===== src/design/btsp_pkg.sv =====
// Shared types, constants and report codes for the BER-TLV sibling parser.
// No dependencies; every other design file uses it by scoped names.
`timescale 1ns / 1ps

package btsp_pkg;

	localparam int OFFSET_WIDTH     = 32;
	localparam int MAX_TAG_BYTES    = 4;
	localparam int MAX_LENGTH_BYTES = 4;
	localparam int QUEUE_DEPTH      = 4;
	localparam int QUEUE_PTR_W      = $clog2(QUEUE_DEPTH);

	localparam logic [1:0] KIND_NODE      = 2'd0;
	localparam logic [1:0] KIND_CLEAN     = 2'd1;
	localparam logic [1:0] KIND_MALFORMED = 2'd2;

	localparam logic [2:0] CAUSE_NONE        = 3'd0;
	localparam logic [2:0] CAUSE_BAD_TAG     = 3'd1;
	localparam logic [2:0] CAUSE_TAG_LONG    = 3'd2;
	localparam logic [2:0] CAUSE_BAD_LEN     = 3'd3;
	localparam logic [2:0] CAUSE_LEN_LONG    = 3'd4;
	localparam logic [2:0] CAUSE_TRUNCATED   = 3'd5;

	localparam logic [7:0] BYTE_PAD      = 8'h00;
	localparam logic [7:0] BYTE_RESERVED = 8'hFF;
	localparam logic [7:0] BYTE_INDEF    = 8'h80;
	localparam logic [7:0] MASK_CONS     = 8'h20;
	localparam logic [7:0] MASK_HIGH_TAG = 8'h1F;

	typedef struct packed {
		logic [7:0] data_byte;
		logic       last_byte;
	} in_word_t;

	typedef struct packed {
		logic [1:0]  report_kind;
		logic [31:0] node_tag;
		logic        is_constructed;
		logic [31:0] value_length;
		logic [31:0] node_start;
		logic [31:0] value_start;
		logic        tag_match;
		logic [2:0]  error_cause;
		logic        final_report;
	} out_word_t;

	// Reports produced by one byte: none, one, or two (node then final).
	typedef struct packed {
		logic [1:0] count;
		out_word_t  first;
		out_word_t  second;
	} step_res_t;

endpackage


===== src/design/btsp_parser.sv =====
// Parse state and per-byte next-state logic; emits up to two reports per byte.
// Depends on btsp_pkg.
`timescale 1ns / 1ps

module btsp_parser (
	input  logic                clk,
	input  logic                arst_n,
	input  logic                step,
	input  btsp_pkg::in_word_t  word,
	input  logic [31:0]         target_tag,
	output btsp_pkg::step_res_t res
);

	typedef enum logic [2:0] {
		PH_TAG_FIRST,
		PH_TAG_MORE,
		PH_LEN_FIRST,
		PH_LEN_MORE,
		PH_VALUE
	} phase_t;

	localparam int OW = btsp_pkg::OFFSET_WIDTH;

	phase_t          phase_q, phase_n;
	logic [31:0]     tag_q, tag_n;
	logic [2:0]      tag_cnt_q, tag_cnt_n;
	logic            cons_q, cons_n;
	logic [31:0]     len_q, len_n;
	logic [2:0]      len_left_q, len_left_n;
	logic [31:0]     val_left_q, val_left_n;
	logic [OW-1:0]   pos_q, pos_n;
	logic [OW-1:0]   node_off_q, node_off_n;
	logic [OW-1:0]   val_off_q, val_off_n;
	logic            failed_q, failed_n;

	logic [7:0]      b;
	logic [OW-1:0]   pos_next;
	logic [2:0]      cause;
	logic            done;
	logic            clear;
	btsp_pkg::out_word_t node_rep, err_rep, fin_rep;

	assign b        = word.data_byte;
	assign pos_next = pos_q + OW'(1);

	always_comb begin
		phase_n    = phase_q;
		tag_n      = tag_q;
		tag_cnt_n  = tag_cnt_q;
		cons_n     = cons_q;
		len_n      = len_q;
		len_left_n = len_left_q;
		val_left_n = val_left_q;
		node_off_n = node_off_q;
		val_off_n  = val_off_q;
		cause      = btsp_pkg::CAUSE_NONE;
		done       = 1'b0;

		unique case (phase_q)
			PH_TAG_FIRST: begin
				node_off_n = pos_q;
				if (b == btsp_pkg::BYTE_PAD || b == btsp_pkg::BYTE_RESERVED) begin
					cause = btsp_pkg::CAUSE_BAD_TAG;
				end else begin
					cons_n    = (b & btsp_pkg::MASK_CONS) != 8'h00;
					tag_n     = {24'h0, b};
					tag_cnt_n = 3'd1;
					if ((b & btsp_pkg::MASK_HIGH_TAG) == btsp_pkg::MASK_HIGH_TAG) begin
						if (btsp_pkg::MAX_TAG_BYTES <= 1)
							cause = btsp_pkg::CAUSE_TAG_LONG;
						else
							phase_n = PH_TAG_MORE;
					end else begin
						phase_n = PH_LEN_FIRST;
					end
				end
			end
			PH_TAG_MORE: begin
				tag_n     = {tag_q[23:0], b};
				tag_cnt_n = tag_cnt_q + 3'd1;
				if (b[7]) begin
					if (tag_cnt_n >= 3'(btsp_pkg::MAX_TAG_BYTES))
						cause = btsp_pkg::CAUSE_TAG_LONG;
				end else begin
					phase_n = PH_LEN_FIRST;
				end
			end
			PH_LEN_FIRST: begin
				if (!b[7]) begin
					len_n     = {24'h0, b};
					val_off_n = pos_next;
					if (b == 8'h00) begin
						done = 1'b1;
					end else begin
						val_left_n = {24'h0, b};
						phase_n    = PH_VALUE;
					end
				end else if (b == btsp_pkg::BYTE_INDEF || b == btsp_pkg::BYTE_RESERVED) begin
					cause = btsp_pkg::CAUSE_BAD_LEN;
				end else if (b[6:0] > 7'(btsp_pkg::MAX_LENGTH_BYTES)) begin
					cause = btsp_pkg::CAUSE_LEN_LONG;
				end else begin
					len_n      = 32'h0;
					len_left_n = b[2:0];
					phase_n    = PH_LEN_MORE;
				end
			end
			PH_LEN_MORE: begin
				len_n      = {len_q[23:0], b};
				len_left_n = len_left_q - 3'd1;
				if (len_left_n == 3'd0) begin
					val_off_n = pos_next;
					if (len_n == 32'h0) begin
						done = 1'b1;
					end else begin
						val_left_n = len_n;
						phase_n    = PH_VALUE;
					end
				end
			end
			PH_VALUE: begin
				val_left_n = val_left_q - 32'd1;
				if (val_left_n == 32'h0)
					done = 1'b1;
			end
			default: begin
				phase_n = PH_TAG_FIRST;
			end
		endcase

		if (done)
			phase_n = PH_TAG_FIRST;
	end

	always_comb begin
		node_rep                = '0;
		node_rep.report_kind    = btsp_pkg::KIND_NODE;
		node_rep.node_tag       = tag_n;
		node_rep.is_constructed = cons_n;
		node_rep.value_length   = len_n;
		node_rep.node_start     = 32'(node_off_n);
		node_rep.value_start    = 32'(val_off_n);
		node_rep.tag_match      = tag_n == target_tag;

		err_rep              = '0;
		err_rep.report_kind  = btsp_pkg::KIND_MALFORMED;
		err_rep.node_start   = failed_q ? 32'(node_off_q) : 32'(node_off_n);
		err_rep.error_cause  = failed_q ? btsp_pkg::CAUSE_NONE : cause;
		err_rep.final_report = word.last_byte;

		fin_rep              = '0;
		fin_rep.final_report = 1'b1;
		if (phase_n == PH_TAG_FIRST) begin
			fin_rep.report_kind = btsp_pkg::KIND_CLEAN;
		end else begin
			fin_rep.report_kind = btsp_pkg::KIND_MALFORMED;
			fin_rep.node_start  = 32'(node_off_n);
			fin_rep.error_cause = btsp_pkg::CAUSE_TRUNCATED;
		end

		res        = '0;
		failed_n   = failed_q;
		pos_n      = pos_next;
		clear      = word.last_byte;
		if (failed_q) begin
			// drop bytes until the last one closes out the buffer
			res.count = {1'b0, word.last_byte};
			res.first = err_rep;
		end else if (cause != btsp_pkg::CAUSE_NONE) begin
			res.count = 2'd1;
			res.first = err_rep;
			failed_n  = 1'b1;
		end else if (done) begin
			res.count  = word.last_byte ? 2'd2 : 2'd1;
			res.first  = node_rep;
			res.second = fin_rep;
		end else begin
			res.count = {1'b0, word.last_byte};
			res.first = fin_rep;
		end
	end

	always_ff @(posedge clk or negedge arst_n) begin
		if (!arst_n) begin
			phase_q    <= PH_TAG_FIRST;
			tag_q      <= '0;
			tag_cnt_q  <= '0;
			cons_q     <= 1'b0;
			len_q      <= '0;
			len_left_q <= '0;
			val_left_q <= '0;
			pos_q      <= '0;
			node_off_q <= '0;
			val_off_q  <= '0;
			failed_q   <= 1'b0;
		end else if (step) begin
			if (clear) begin
				phase_q    <= PH_TAG_FIRST;
				tag_q      <= '0;
				tag_cnt_q  <= '0;
				cons_q     <= 1'b0;
				len_q      <= '0;
				len_left_q <= '0;
				val_left_q <= '0;
				pos_q      <= '0;
				node_off_q <= '0;
				val_off_q  <= '0;
				failed_q   <= 1'b0;
			end else if (failed_q) begin
				// hold parse state while dropping; only the offset advances
				pos_q <= pos_n;
			end else begin
				phase_q    <= phase_n;
				tag_q      <= tag_n;
				tag_cnt_q  <= tag_cnt_n;
				cons_q     <= cons_n;
				len_q      <= len_n;
				len_left_q <= len_left_n;
				val_left_q <= val_left_n;
				pos_q      <= pos_n;
				node_off_q <= node_off_n;
				val_off_q  <= val_off_n;
				failed_q   <= failed_n;
			end
		end
	end

endmodule


===== src/design/btsp_queue.sv =====
// Small report queue: takes up to two reports a cycle, hands out one while not stalled.
// Depends on btsp_pkg.
`timescale 1ns / 1ps

module btsp_queue (
	input  logic                 clk,
	input  logic                 arst_n,
	input  logic                 push,
	input  btsp_pkg::step_res_t  res,
	output logic                 room,
	output logic                 valid,
	input  logic                 stall,
	output btsp_pkg::out_word_t  word
);

	localparam int PW = btsp_pkg::QUEUE_PTR_W;

	btsp_pkg::out_word_t   mem_q [btsp_pkg::QUEUE_DEPTH];
	logic [PW-1:0]         wr_q, rd_q;
	logic [PW:0]           cnt_q;
	logic [1:0]            n_push;
	logic                  pop;

	assign n_push = push ? res.count : 2'd0;
	assign pop    = valid && !stall;
	assign valid  = cnt_q != '0;
	// keep space for a node report plus its final report
	assign room   = cnt_q <= (PW+1)'(btsp_pkg::QUEUE_DEPTH - 2);
	assign word   = mem_q[rd_q];

	always_ff @(posedge clk) begin
		if (n_push != 2'd0)
			mem_q[wr_q] <= res.first;
		if (n_push == 2'd2)
			mem_q[wr_q + PW'(1)] <= res.second;
	end

	always_ff @(posedge clk or negedge arst_n) begin
		if (!arst_n) begin
			wr_q  <= '0;
			rd_q  <= '0;
			cnt_q <= '0;
		end else begin
			wr_q  <= wr_q + PW'(n_push);
			if (pop)
				rd_q <= rd_q + PW'(1);
			cnt_q <= cnt_q + (PW+1)'(n_push) - (PW+1)'(pop);
		end
	end

endmodule


===== src/design/ber_tlv_sibling_parser.sv =====
// A report is offered from the report queue once it has been registered there.
// Throughput: one byte per cycle while the report queue has room; a last byte that closes a node
// yields two reports, handed out in order from a four-entry report queue.
// Reset (arst_n low) clears parse state, target tag and the report queue.
// Top level of the BER-TLV sibling parser; uses btsp_pkg, btsp_parser,
// btsp_queue.
`timescale 1ns / 1ps

module ber_tlv_sibling_parser (
	input  logic                clk,
	input  logic                arst_n,
	input  logic                cfg_we,
	input  logic [31:0]         cfg_wdata,
	input  logic                byte_valid,
	output logic                byte_stall,
	input  btsp_pkg::in_word_t  byte_word,
	output logic                report_valid,
	input  logic                report_stall,
	output btsp_pkg::out_word_t report_word
);

	logic [31:0]          target_tag_q;
	logic                 room;
	logic                 step;
	btsp_pkg::step_res_t  res;

	assign byte_stall = !room;
	assign step       = byte_valid && room;

	always_ff @(posedge clk or negedge arst_n) begin
		if (!arst_n) begin
			target_tag_q <= '0;
		end else if (cfg_we) begin
			target_tag_q <= cfg_wdata;
		end
	end

	btsp_parser u_parser (
		.clk        (clk),
		.arst_n     (arst_n),
		.step       (step),
		.word       (byte_word),
		.target_tag (target_tag_q),
		.res        (res)
	);

	btsp_queue u_queue (
		.clk    (clk),
		.arst_n (arst_n),
		.push   (step),
		.res    (res),
		.room   (room),
		.valid  (report_valid),
		.stall  (report_stall),
		.word   (report_word)
	);

endmodule


===== config.mk =====
export PLATFORM = sky130hd
export DESIGN_NAME = ber_tlv_sibling_parser
export DESIGN_NICKNAME = d
export VERILOG_FILES = /design/src/design/btsp_pkg.sv /design/src/design/btsp_parser.sv /design/src/design/btsp_queue.sv /design/src/design/ber_tlv_sibling_parser.sv
export SDC_FILE = /design/constraint.sdc
export NUM_CORES = 1
export LEC_CHECK = 0
export BUFFER_PORTS_ARGS = -buffer_cell sky130_fd_sc_hd__buf_2
export CAP_MARGIN = 0
export CORE_MARGIN = 5
export CORE_UTILIZATION = 50
export DETAILED_ROUTE_END_ITERATION = 8
export HOLD_SLACK_MARGIN = 0.06
export PLACE_DENSITY = 0.75
export SYNTH_ARGS = -nofsm -noshare
export SYNTH_HDL_FRONTEND = slang
export SYNTH_SLANG_ARGS = --single-unit

===== constraint.sdc =====
create_clock -name clk -period 9.6 [get_ports clk]
set_input_delay 0.48 -clock clk [delete_from_list [all_inputs] [get_ports clk]]
set_output_delay 0.48 -clock clk [all_outputs]
set_load 0.02 [all_outputs]

# ---- Word level (Yosys, flattened, before mapping)
# Memories as Yosys holds them, arrays and structs flattened.
# Cells that the tools add are included.
dict set report op_classes {
  n_addsub 9
  order_cmp 3
  n_eq_ne 18
  mux 85
  n_reduce_logical 22
}
# cell n
set ops {}
lappend ops {{32-bit two-way mux} 23}
lappend ops {{138-bit two-way mux} 3}
lappend ops {{136-bit two-way mux} 3}
lappend ops {{32-bit one-hot mux with 2 select lines} 3}
lappend ops {{32-bit one-hot mux with 3 select lines} 1}
lappend ops {{3-bit two-way mux} 25}
lappend ops {{32-bit zero test} 2}
lappend ops {{32-bit by 1-bit adder with 32-bit output (second input constant)} 1}
lappend ops {{32-bit equality test} 1}
lappend ops {{32-bit by 1-bit subtractor with 32-bit output (second input constant)} 1}
lappend ops {{3-bit inequality test (second input constant)} 7}
lappend ops {{1-bit two-way mux} 17}
lappend ops {{8-bit equality test (second input constant)} 2}
lappend ops {{3-bit one-hot mux with 5 select lines} 1}
lappend ops {{3-bit one-hot mux with 2 select lines} 2}
lappend ops {{3-bit nonzero test} 4}
lappend ops {{2-bit two-way mux} 5}
lappend ops {{3-bit zero test} 3}
lappend ops {{3-bit one-hot mux with 3 select lines} 1}
lappend ops {{8-bit zero test} 1}
lappend ops {{7-bit by 3-bit > comparator with 1-bit output (second input constant)} 1}
lappend ops {{7-bit AND reduction} 1}
lappend ops {{3-bit by 2-bit equality test with 1-bit output (second input constant)} 2}
lappend ops {{6-bit AND reduction} 1}
lappend ops {{22 further kinds} 26}
dict set report word_totals {
  reg_bits 242
  ram_bits 544
  in_bits 46
  out_inout_bits 138
  memories 1
}
# name words width rd rd_clocked_by_memory_dff wr line
set mem_list {}
lappend mem_list {u_queue.mem_q 4 136 1 0 2 btsp_queue.sv:18} ;# btsp_pkg::out_word_t mem_q [btsp_pkg::QUEUE_DEPTH];

# ---- Logic depth before layout (Yosys ltp)
# Gate-level depths: netlist of run 1.
dict set report depth {
  ltp_word 15
  ltp_mapped 20
  ltp_nobuf 16
}

# ---- Hierarchy
# From an unflattened synthesis of run 1, not the netlist that was laid out.
dict set report unflattened {
  hier_cells 3028
  hier_area_um2 41557.4
}
# module instances cells_per_inst area_each_um2
set modules_own_cells {}
lappend modules_own_cells {btsp_queue 1 1362 26594.3}
lappend modules_own_cells {btsp_parser 1 1596 13608.1}
lappend modules_own_cells {ber_tlv_sibling_parser 1 70 1355.0}

# ---- Least setup slack after synthesis of run 1
# Ideal clock, no wire load.
dict set report synth_timing {
  path_type {reg-to-reg}
  startpoint {register u_parser.val_left_q[0]}
  endpoint {memory u_queue.mem_q[1][0] in the netlist's numbering, enable pin}
  arrival_time_ps 5416
  required_time_ps 9208
  slack_ps 3792
  path_stages_with_launch 19
  n_path_buf 4
  synth_period_minus_slack_ps 5808
  cell_sequence {dfrtp_1 inv_1 ha_1 or4b_4 or4_1 o21a_1 or4b_4 nor4b_4 a31oi_1 inv_1 ha_1 or4b_1 buf_2 or4_1 and2_1 buf_2 buf_2 buf_2 inv_1}
}
# item line
set synth_rtl {}
lappend synth_rtl {{from (decl)} btsp_parser.sv:30} ;# logic [31:0] val_left_q, val_left_n;
lappend synth_rtl {{from (signal assigned)} btsp_parser.sv:219} ;# val_left_q <= val_left_n;
lappend synth_rtl {{to (decl)} btsp_queue.sv:18}

==> summary.txt, run 1 <==
Placed design
  – Dpl hpwl: 62.8 mm
  – Routability congestion estimate: 1.01
  – Port bufs: 183
  – Cell area after placement: 36800 um2
  – Worst slack, placed: roughly 3.2 ns

Power and ir drop
  – Switching share of power: 35.8%
  – Sequential share of power: around 40%
  – Comb pwr share: 28.1%
  – P_int: 0.00634 W
  – Clock Power Share: 32.3%
  – Worst vdd ir: 0.153 mV
  – Net Sw Power: 0.00354 W
  – Leak: 15.0 nW
  – Pwr Density: between 200 and 250 nW/um2

Global route
  – Vias in the first global route: 26.4k
  – Initial antenna violation count: 3
  – Global-route wire length before repair: 158 mm
  – All-layer global routing usage: 26.2%
  – Largest net degree at the start of global routing: 96
  – Global route overflow: 0

Worst hold path
  – Worst min-delay path category: in2reg
  – Hold endpoint: target_tag_q[3]$_DFFE_PN0P_
  – Hold path startpoint: cfg_wdata[3]
  – Hold path depth: 3

Logic synthesis
  – Synth unique cells: 82
  – Asr flop ratio synth: 30.8%
  – Cell Area, Synth: 35400 um2
  – Syn Inst Count: 3117
  – Syn_area_per_cell: 11.3 um2
  – Syn nets: 3175
  – Post-synth EDFFs: 148
  – Register bit count reported by yosys: 786
  – Primary FF master, synth: dfxtp_1
  – Seq/Total Area, Yosys: between 50% and 60%
  – Synthesis warning total: 0

Worst setup path
  – CP dominant cell by count: buf_4
  – Reg2Reg Capture Point: u_queue.mem_q[3][95]$_SDFFE_PP0N_
  – CP startpoint kind: flip-flop
  – Worst-path cell chain: inv_1 > ha_1 > or4b_4 > or4_1 > o21a_1 > or4b_4 > nor4b_4 > a31oi_1 > buf_4 > inv_1 > ha_1 > o21ai_1 > a21o_1 > buf_4 > and2_4 > buf_4 > a22o_1
  – Critical path's largest stage delay: a little under 0.8 ns
  – Crit. End Element: flip-flop
  – Slowest stage cell, crit path: and2_4
  – R2r startpoint: u_parser.val_left_q[1]$_DFFE_PN0P_
  – Crit path max fanout: 54
  – Worst endpoint data arrival time: about 7.1 ns
  – Flop2flop setup slack: 3.08 ns
  – Worst R2R Path Depth: 17
  – Type of the worst setup path: reg2reg
  – Critical Path RT: 10.16 ns

STA
  – Setup TNS: 0 ns
  – Fin crit share: 67.9%
  – Slew headroom: 13.0%
  – Clk_skew: between 0.03 and 0.04 ns
  – Final Slew Violations: 0
  – Max Clk Rate: 153 MHz
  – Final Hold Fails: 0
  – Worst slew pin tran: 1.29 ns
  – RSZ-0062 raised after global routing: no
  – Post-layout min period: 6.52 ns
  – Final setup margin: 3.08 ns
  – Final setup fails: 0

Clocking
  – Worst-path clk slew: 0.07 ns
  – Hold Buf Count CTS: 17
  – CTS tree: yes
  – Root Buffer: clkbuf_16
  – # resized after CTS: 0
  – Clock sink count: just under 800
  – CTS Buffer Depth: 3
  – Post-CTS Setup Bufs: 0
  – CTS buffer count: just over 80
  – Clock latency on the worst-skew pair: 0.65 ns
  – H-tree depth: 3

Die
  – Die W: 276 um
  – IO Pins: 184
  – Total die area: ~76000 um2
  – Core ar.: 70100 um2
  – Initial Util: roughly half
  – Die H: between 200 and 300 um
  – FP Rows: 97

Drt
  – Residual DRC count: 0
  – TritonRoute pass-1 iters: 6
  – Routed Antenna Nets: 0
  – Vias: 27.1k
  – Total length of routed wires: 102 mm
  – Vias per inst: 6.52
  – Iteration-0 DRC Markers: 2848
  – WL/cell: 24.5 um

Finish
  – Final Net Count: 3211
  – Final core occ: between 50 and 60%
  – Commonest non-fill, non-tap cell in the layout: dfxtp_1
  – Area growth syn-to-layout: 12.1%
  – Most frequent cells in the layout: dfxtp_1, a22o_1, dfrtp_1
  – Finished layout cell area: 39700 um2
  – Fillers: approximately 6k
  – Layout cells sized above 1: 18.6%

Outcome
  – Status: complete, no violations

Job
  – Max-cap violations: 0
## Yosys cell counts, types with 18 or more instances
cell	n	area share (%)
a21oi_1	77	1.1
a22o_1	364	9.0
a22oi_1	66	1.4
a31oi_1	39	0.69
and3_1	18	0.32
buf_1	33	0.35
buf_2	43	0.61
clkbuf_1	217	2.3
dfrtp_1	242	17
dfxtp_1	396	22
edfxtp_1	148	13
inv_1	61	0.65
mux2_2	24	0.76
mux2i_1	18	0.51
mux4_2	136	8.7
nand2_1	195	2.1
nand3_1	40	0.57
nand4_1	23	0.41
nor2_1	225	2.4
nor3_1	46	0.65
nor4_1	27	0.48
o21ai_0	191	2.7
o2bb2ai_1	128	3.2
o2bb2ai_2	40	1.7
xnor2_1	27	0.67
xor2_1	25	0.62
## sequential cells by signal (all words and copies together) (netlist names)
name                 cells
u_parser.node_off_q     32
u_parser.pos_q          32
u_parser.failed_q        1
u_parser.phase_q         3
u_queue.rd_q             2
u_parser.val_left_q     32
u_parser.cons_q          1
u_parser.len_q          32
u_parser.val_off_q      32
u_queue.cnt_q            3
u_parser.len_left_q      3
target_tag_q            32
u_queue.wr_q             2
u_queue.mem_q          544
u_parser.tag_q          32
u_parser.tag_cnt_q       3
## logic make-up after synthesis
group / Yosys count / share of synthesized area [%]
AO/OA/AOI/OAI: 1052 / 23.1
adder cells (fa/ha/maj): 12 / 0.446
buffers and inverters: 360 / 4.06
flip-flops: 786 / 52.1
XOR/XNOR: 52 / 1.29
multiplexers: 178 / 9.93
AND/OR/NAND/NOR: 677 / 9.08
## final cells by class
cell class	count	area (um2)	area share, %
multi-input combinational	1971	15600	39.4
antenna	2	5.00	0.0126
sequential	786	18400	46.5
clock buffer	117	2440	6.16
clock inverter	34	274	0.691
timing repair buffer	250	1470	3.71
tap	940	1180	2.97
inverter	63	236	0.596
## power groups by stage
| stage | registers [W] | clock network [W] | logic [W] |
|---|---|---|---|
| floorplan | 0.00374 | 0 | 0.00209 |
| global placement | 0.00396 | 0 | 0.00273 |
| detailed placement | 0.00397 | 0 | 0.00275 |
| CTS | 0.00390 | 0.00324 | 0.00276 |
| global route | 0.00394 | 0.00338 | 0.00297 |
| finish | 0.00390 | 0.00319 | 0.00278 |
## stage by stage
stage	total power, W	std cells	hold WS [ns]
after floorplan	0.00584	3117	0.184
after global placement	0.00668	3993	0.439
after detailed placement	0.00671	3993	0.441
after CTS	0.00990	4161	0.0647
after global routing	0.0103	4161	0.0864
final	0.00988	4163	0.0795
## worst max path at each step
stage	from	end	slack [ns]	depth (start not counted)
after floorplan	u_parser.val_left_q[0]$_DFFE_PN0P_	u_queue.mem_q[1][0]$_DFFE_PP_	3.79	18
after global placement	u_parser.val_left_q[0]$_DFFE_PN0P_	u_queue.mem_q[3][129]$_SDFFE_PP0N_	3.33	17
after detailed placement	u_parser.val_left_q[0]$_DFFE_PN0P_	u_queue.mem_q[3][93]$_SDFFE_PP0N_	3.18	17
after CTS	u_parser.val_left_q[1]$_DFFE_PN0P_	u_queue.mem_q[3][96]$_SDFFE_PP0N_	3.14	17
after global routing	u_parser.val_left_q[1]$_DFFE_PN0P_	u_queue.mem_q[3][95]$_SDFFE_PP0N_	2.81	17
final	u_parser.val_left_q[1]$_DFFE_PN0P_	u_queue.mem_q[3][95]$_SDFFE_PP0N_	3.08	17
## critical path: cells and delay by family, from the launching register on
family          cells  cell delay, ns
flops               1            0.42
buf+inv             5            1.58
compound gates      5            1.18
fa+ha+maj           2            0.51
simple gates        5            2.67
## routing by layer
metal / track usage [%] / vias to the layer above / wire length [um]
li1: - / 12016 / -
met1: 35.8 / 13608 / 41200
met2: 42.8 / 1253 / 48900
met3: 3.79 / 242 / 7520
met4: 10.2 / 4 / 4120
met5: 0 / - / 20
No activity file was read; power rests on OpenSTA's default activity.
==> inputs of run 2 (changes only) <==
--- a/config.mk
+++ b/config.mk
@@ -5,13 +5,14 @@
 export SDC_FILE = /design/constraint.sdc
 export NUM_CORES = 1
 export LEC_CHECK = 0
+export ABC_AREA = 1
 export BUFFER_PORTS_ARGS = -buffer_cell sky130_fd_sc_hd__buf_2
 export CAP_MARGIN = 0
 export CORE_MARGIN = 5
 export CORE_UTILIZATION = 50
 export DETAILED_ROUTE_END_ITERATION = 8
 export HOLD_SLACK_MARGIN = 0.06
-export PLACE_DENSITY = 0.75
+export PLACE_DENSITY = 0.78
 export SYNTH_ARGS = -nofsm -noshare
 export SYNTH_HDL_FRONTEND = slang
 export SYNTH_SLANG_ARGS = --single-unit
==> constraint.sdc (replaced) <==
create_clock -name clk -period 5.8 [get_ports clk]
set_input_delay 0.29 -clock clk [delete_from_list [all_inputs] [get_ports clk]]
set_output_delay 0.29 -clock clk [all_outputs]
set_load 0.02 [all_outputs]
==> run 2 against run 1 <==
Worst setup slack got worse by 2.2 ns. Synthesized area increased by 3.0%. Sequential cell count unchanged. Core utilization decreased by 0.27 points. Critical path depth up 5.
==> summary.txt, run 2 <==
Outcome
  – Status: complete, no violations

Worst setup path
  – Type of the worst setup path: reg2reg
  – Slowest stage cell, crit path: nand2_4
  – Crit path max fanout: 47 (-13%)
  – R2r startpoint: u_parser.val_left_q[0]$_DFFE_PN0P_
  – Flop2flop setup slack: 0.86 ns (-2.22 ns)
  – CP startpoint kind: flip-flop
  – Worst endpoint data arrival time: 5.39 ns (-1.69 ns)
  – Worst-path cell chain: inv_1 > ha_1 > nand2_2 > nor2_4 > nand2_1 > o21ai_0 > nand2_1 > nor2_1 > nand2_1 > nor2_1 > nand3_1 > nand2_2 > ha_1 > inv_1 > nand4_1 > nand2_1 > inv_1 > nor2_2 > nand2_1 > nand2_4 > buf_4 > o22ai_1
  – Critical Path RT: 6.24 ns (-3.92 ns)
  – Reg2Reg Capture Point: u_queue.mem_q[2][18]$_SDFFE_PP0N_
  – CP dominant cell by count: nand2_1
  – Critical path's largest stage delay: 0.79 ns (about the same)
  – Crit. End Element: flip-flop
  – Worst R2R Path Depth: 22 (+5)

Logic synthesis
  – Asr flop ratio synth: 30.8% (unchanged)
  – Synthesis warning total: 0 (unchanged)
  – Synth unique cells: 48 (-41%)
  – Synth cell count leaders: nand2_1, o21ai_0, dfxtp_1, inv_1, nor2_1
  – Cell Area, Synth: 36400 um2 (+3.0%)
  – Syn_area_per_cell: 7.87 um2 (-31%)
  – Yosys top cell by area: dfxtp_1
  – Primary FF master, synth: dfxtp_1
  – Most frequent cell after synthesis: nand2_1
  – Seq/Total Area, Yosys: 50.6% (-1.5 points)
  – Ranking of synthesized cells by area: dfxtp_1, dfrtp_1, edfxtp_1
  – Syn nets: 4686 (+48%)
  – Syn Inst Count: 4628 (+48%)
  – Post-synth EDFFs: 148 (unchanged)
  – Register bit count reported by yosys: 786 (unchanged)
  – Yosys top cell area share: 21.8% (-0.65 points)

Finish
  – Most frequent cells in the layout: nand2_1, o21ai_0, dfxtp_1
  – Layout cells sized above 1: 9.82% (-8.8 points)
  – Final Net Count: 4724 (+47%)
  – Finished layout cell area: 40800 um2 (+3.0%)
  – Commonest non-fill, non-tap cell in the layout: nand2_1
  – Max reg flops: 544 (unchanged)
  – Reg with most FFs: u_queue.mem_q
  – Final core occ: 56.3% (-0.27 points)
  – Area growth syn-to-layout: 12.1% (about the same)

Global route
  – Initial antenna violation count: 6 (+3)
  – All-layer global routing usage: 27.2% (+1.0 points)
  – Vias in the first global route: 31.2k (+18%)
  – Global-route wire length before repair: 173 mm (+9.7%)
  – Largest net degree at the start of global routing: 205 (+110%)
  – Global route overflow: 0 (unchanged)

Drt
  – TritonRoute pass-1 iters: 6 (unchanged)
  – Vias per inst: 5.89 (-9.7%)
  – Vias: 33.5k (+24%)
  – Routed Antenna Nets: 0 (unchanged)
  – Iteration-0 DRC Markers: 3628 (+27%)
  – Total length of routed wires: 111 mm (+9.0%)
  – WL/cell: 19.5 um (-20%)
  – Residual DRC count: 0 (unchanged)

Power and ir drop
  – P_int: 0.0121 W (+91%)
  – Leak: 16.4 nW (+9.4%)
  – Clock Power Share: 25.4% (-6.9 points)
  – Pwr Density: 525 nW/um2 (+110%)
  – Worst vdd ir: 0.557 mV (+260%)
  – Net Sw Power: 0.00932 W (+160%)
  – Comb pwr share: 42.5% (+14 points)
  – Switching share of power: 43.5% (+7.6 points)
  – Sequential share of power: 32.1% (-7.4 points)

STA
  – Max Clk Rate: 202 MHz (+32%)
  – Setup TNS: 0 ns (unchanged)
  – Worst slew pin tran: 1.20 ns (-0.0912 ns)
  – Slew headroom: 19.8% (+6.9 points)
  – Final setup fails: 0 (unchanged)
  – Post-layout min period: 4.94 ns (-1.58 ns)
  – Clk_skew: 0.0277 ns (-0.00476 ns)
  – Final Slew Violations: 0 (unchanged)
  – Final Hold Fails: 0 (unchanged)
  – Fin crit share: 85.2% (+17 points)
  – RSZ-0062 raised after global routing: no

Clocking
  – Hold Buf Count CTS: 35 (+18)
  – CTS tree: yes
  – Root Buffer: clkbuf_16
  – Worst-path clk slew: 0.06 ns (about the same)
  – Post-CTS Setup Bufs: 0 (unchanged)
  – # resized after CTS: 0 (unchanged)
  – CTS Buffer Depth: 3 (unchanged)
  – Clock sink count: 786 (unchanged)
  – Clock latency on the worst-skew pair: 0.64 ns (about the same)
  – CTS buffer count: 84 (+3.7%)
  – H-tree depth: 3 (unchanged)

Die
  – FP Rows: 99 (+2.1%)
  – Core ar.: 72600 um2 (+3.5%)
  – IO Pins: 184 (unchanged)
  – Total die area: 78300 um2 (+2.9%)
  – Die W: 280 um (+1.4%)
  – Initial Util: 50.2% (-0.24 points)
  – Die H: 280 um (+1.4%)

Job
  – Max-cap violations: 0 (unchanged)

Worst hold path
  – Worst min-delay path category: in2reg
  – Hold path startpoint: byte_word[2]
  – Hold path depth: 3 (unchanged)
  – Hold endpoint: u_parser.len_left_q[1]$_DFFE_PN0P_

Placed design
  – Routability congestion estimate: 0.938 (-7.5%)
  – Dpl hpwl: 69.8 mm (+11%)
  – Port bufs: 183 (unchanged)
  – Cell area after placement: 37700 um2 (+2.5%)
==> run 2: worst max-delay path by stage <==
| stage | from | end | slack (ns) | depth (start not counted) |
|---|---|---|---|---|
| CTS | u_parser.val_left_q[0]$_DFFE_PN0P_ | u_queue.mem_q[2][51]$_DFFE_PP_ | 0.93 | 21 |
| detailed placement | u_parser.val_left_q[0]$_DFFE_PN0P_ | u_queue.mem_q[2][51]$_DFFE_PP_ | 0.96 | 21 |
| floorplan | u_parser.val_left_q[0]$_DFFE_PN0P_ | u_queue.mem_q[2][0]$_DFFE_PP_ | 1.54 | 21 |
| finish | u_parser.val_left_q[0]$_DFFE_PN0P_ | u_queue.mem_q[2][18]$_SDFFE_PP0N_ | 0.86 | 22 |
| global route | u_parser.val_left_q[0]$_DFFE_PN0P_ | u_queue.mem_q[2][15]$_SDFFE_PP0N_ | 0.50 | 22 |
| global placement | u_parser.val_left_q[0]$_DFFE_PN0P_ | u_queue.mem_q[2][58]$_DFFE_PP_ | 0.95 | 21 |
==> run 2: kinds of logic after synthesis <==
group | share of synthesized area (%)
AOI/OAI and AO/OA | 21.2
xor gates and xnor gates | 0.553
and+or+nand+nor | 19.3
DFF | 50.6
adders and majority gates | 0.433
buffers and inverters | 7.80
muxes | 0.155
==> run 2: power groups by stage <==
stage | clock (W) | sequential [W] | combinational, W
after floorplan | 0 | 0.00684 | 0.00605
after global placement | 0 | 0.00694 | 0.00883
after detailed placement | 0 | 0.00696 | 0.00892
after CTS | 0.00549 | 0.00686 | 0.00900
after global routing | 0.00572 | 0.00695 | 0.00994
final | 0.00544 | 0.00688 | 0.00911
==> run 2: routing by layer <==
layer  routed length [um]  global-route usage (%)  vias to the layer above
met5                    7                       0                        -
met4                 3780                    10.0                        2
met3                 9900                    4.80                      230
met2                50500                    42.7                     1544
met1                46800                    38.1                    15999
li1                     -                       -                    15764
==> run 2: cell type report <==
type | instances | area, um2
fill | 6564 | 31800
sequential | 786 | 18400
multi-input combinational | 3149 | 15300
clock buffer | 133 | 2540
timing repair buffer | 271 | 1720
inverter | 374 | 1420
tap | 959 | 1200
clock inverter | 22 | 246
antenna | 5 | 12.5
==> run 2: per-stage QoR <==
step,instances,total power [W],setup slack (ns),hold WS (ns)
after detailed placement,5504,0.0159,0.961,0.279
after floorplan,4628,0.0129,1.54,-0.00559
after global routing,5698,0.0226,0.498,0.146
after global placement,5504,0.0158,0.948,0.275
after CTS,5694,0.0213,0.933,0.0741
final,5699,0.0214,0.856,0.103
==> run 2: critical path: cells and delay by family, from the launching register on <==
family	cells	cell delay [ns]
and+or+nand+nor	14	2.91
buffers and inverters	4	0.67
adders and majority gates	2	0.48
DFF	1	0.39
AOI/OAI and AO/OA	2	0.30
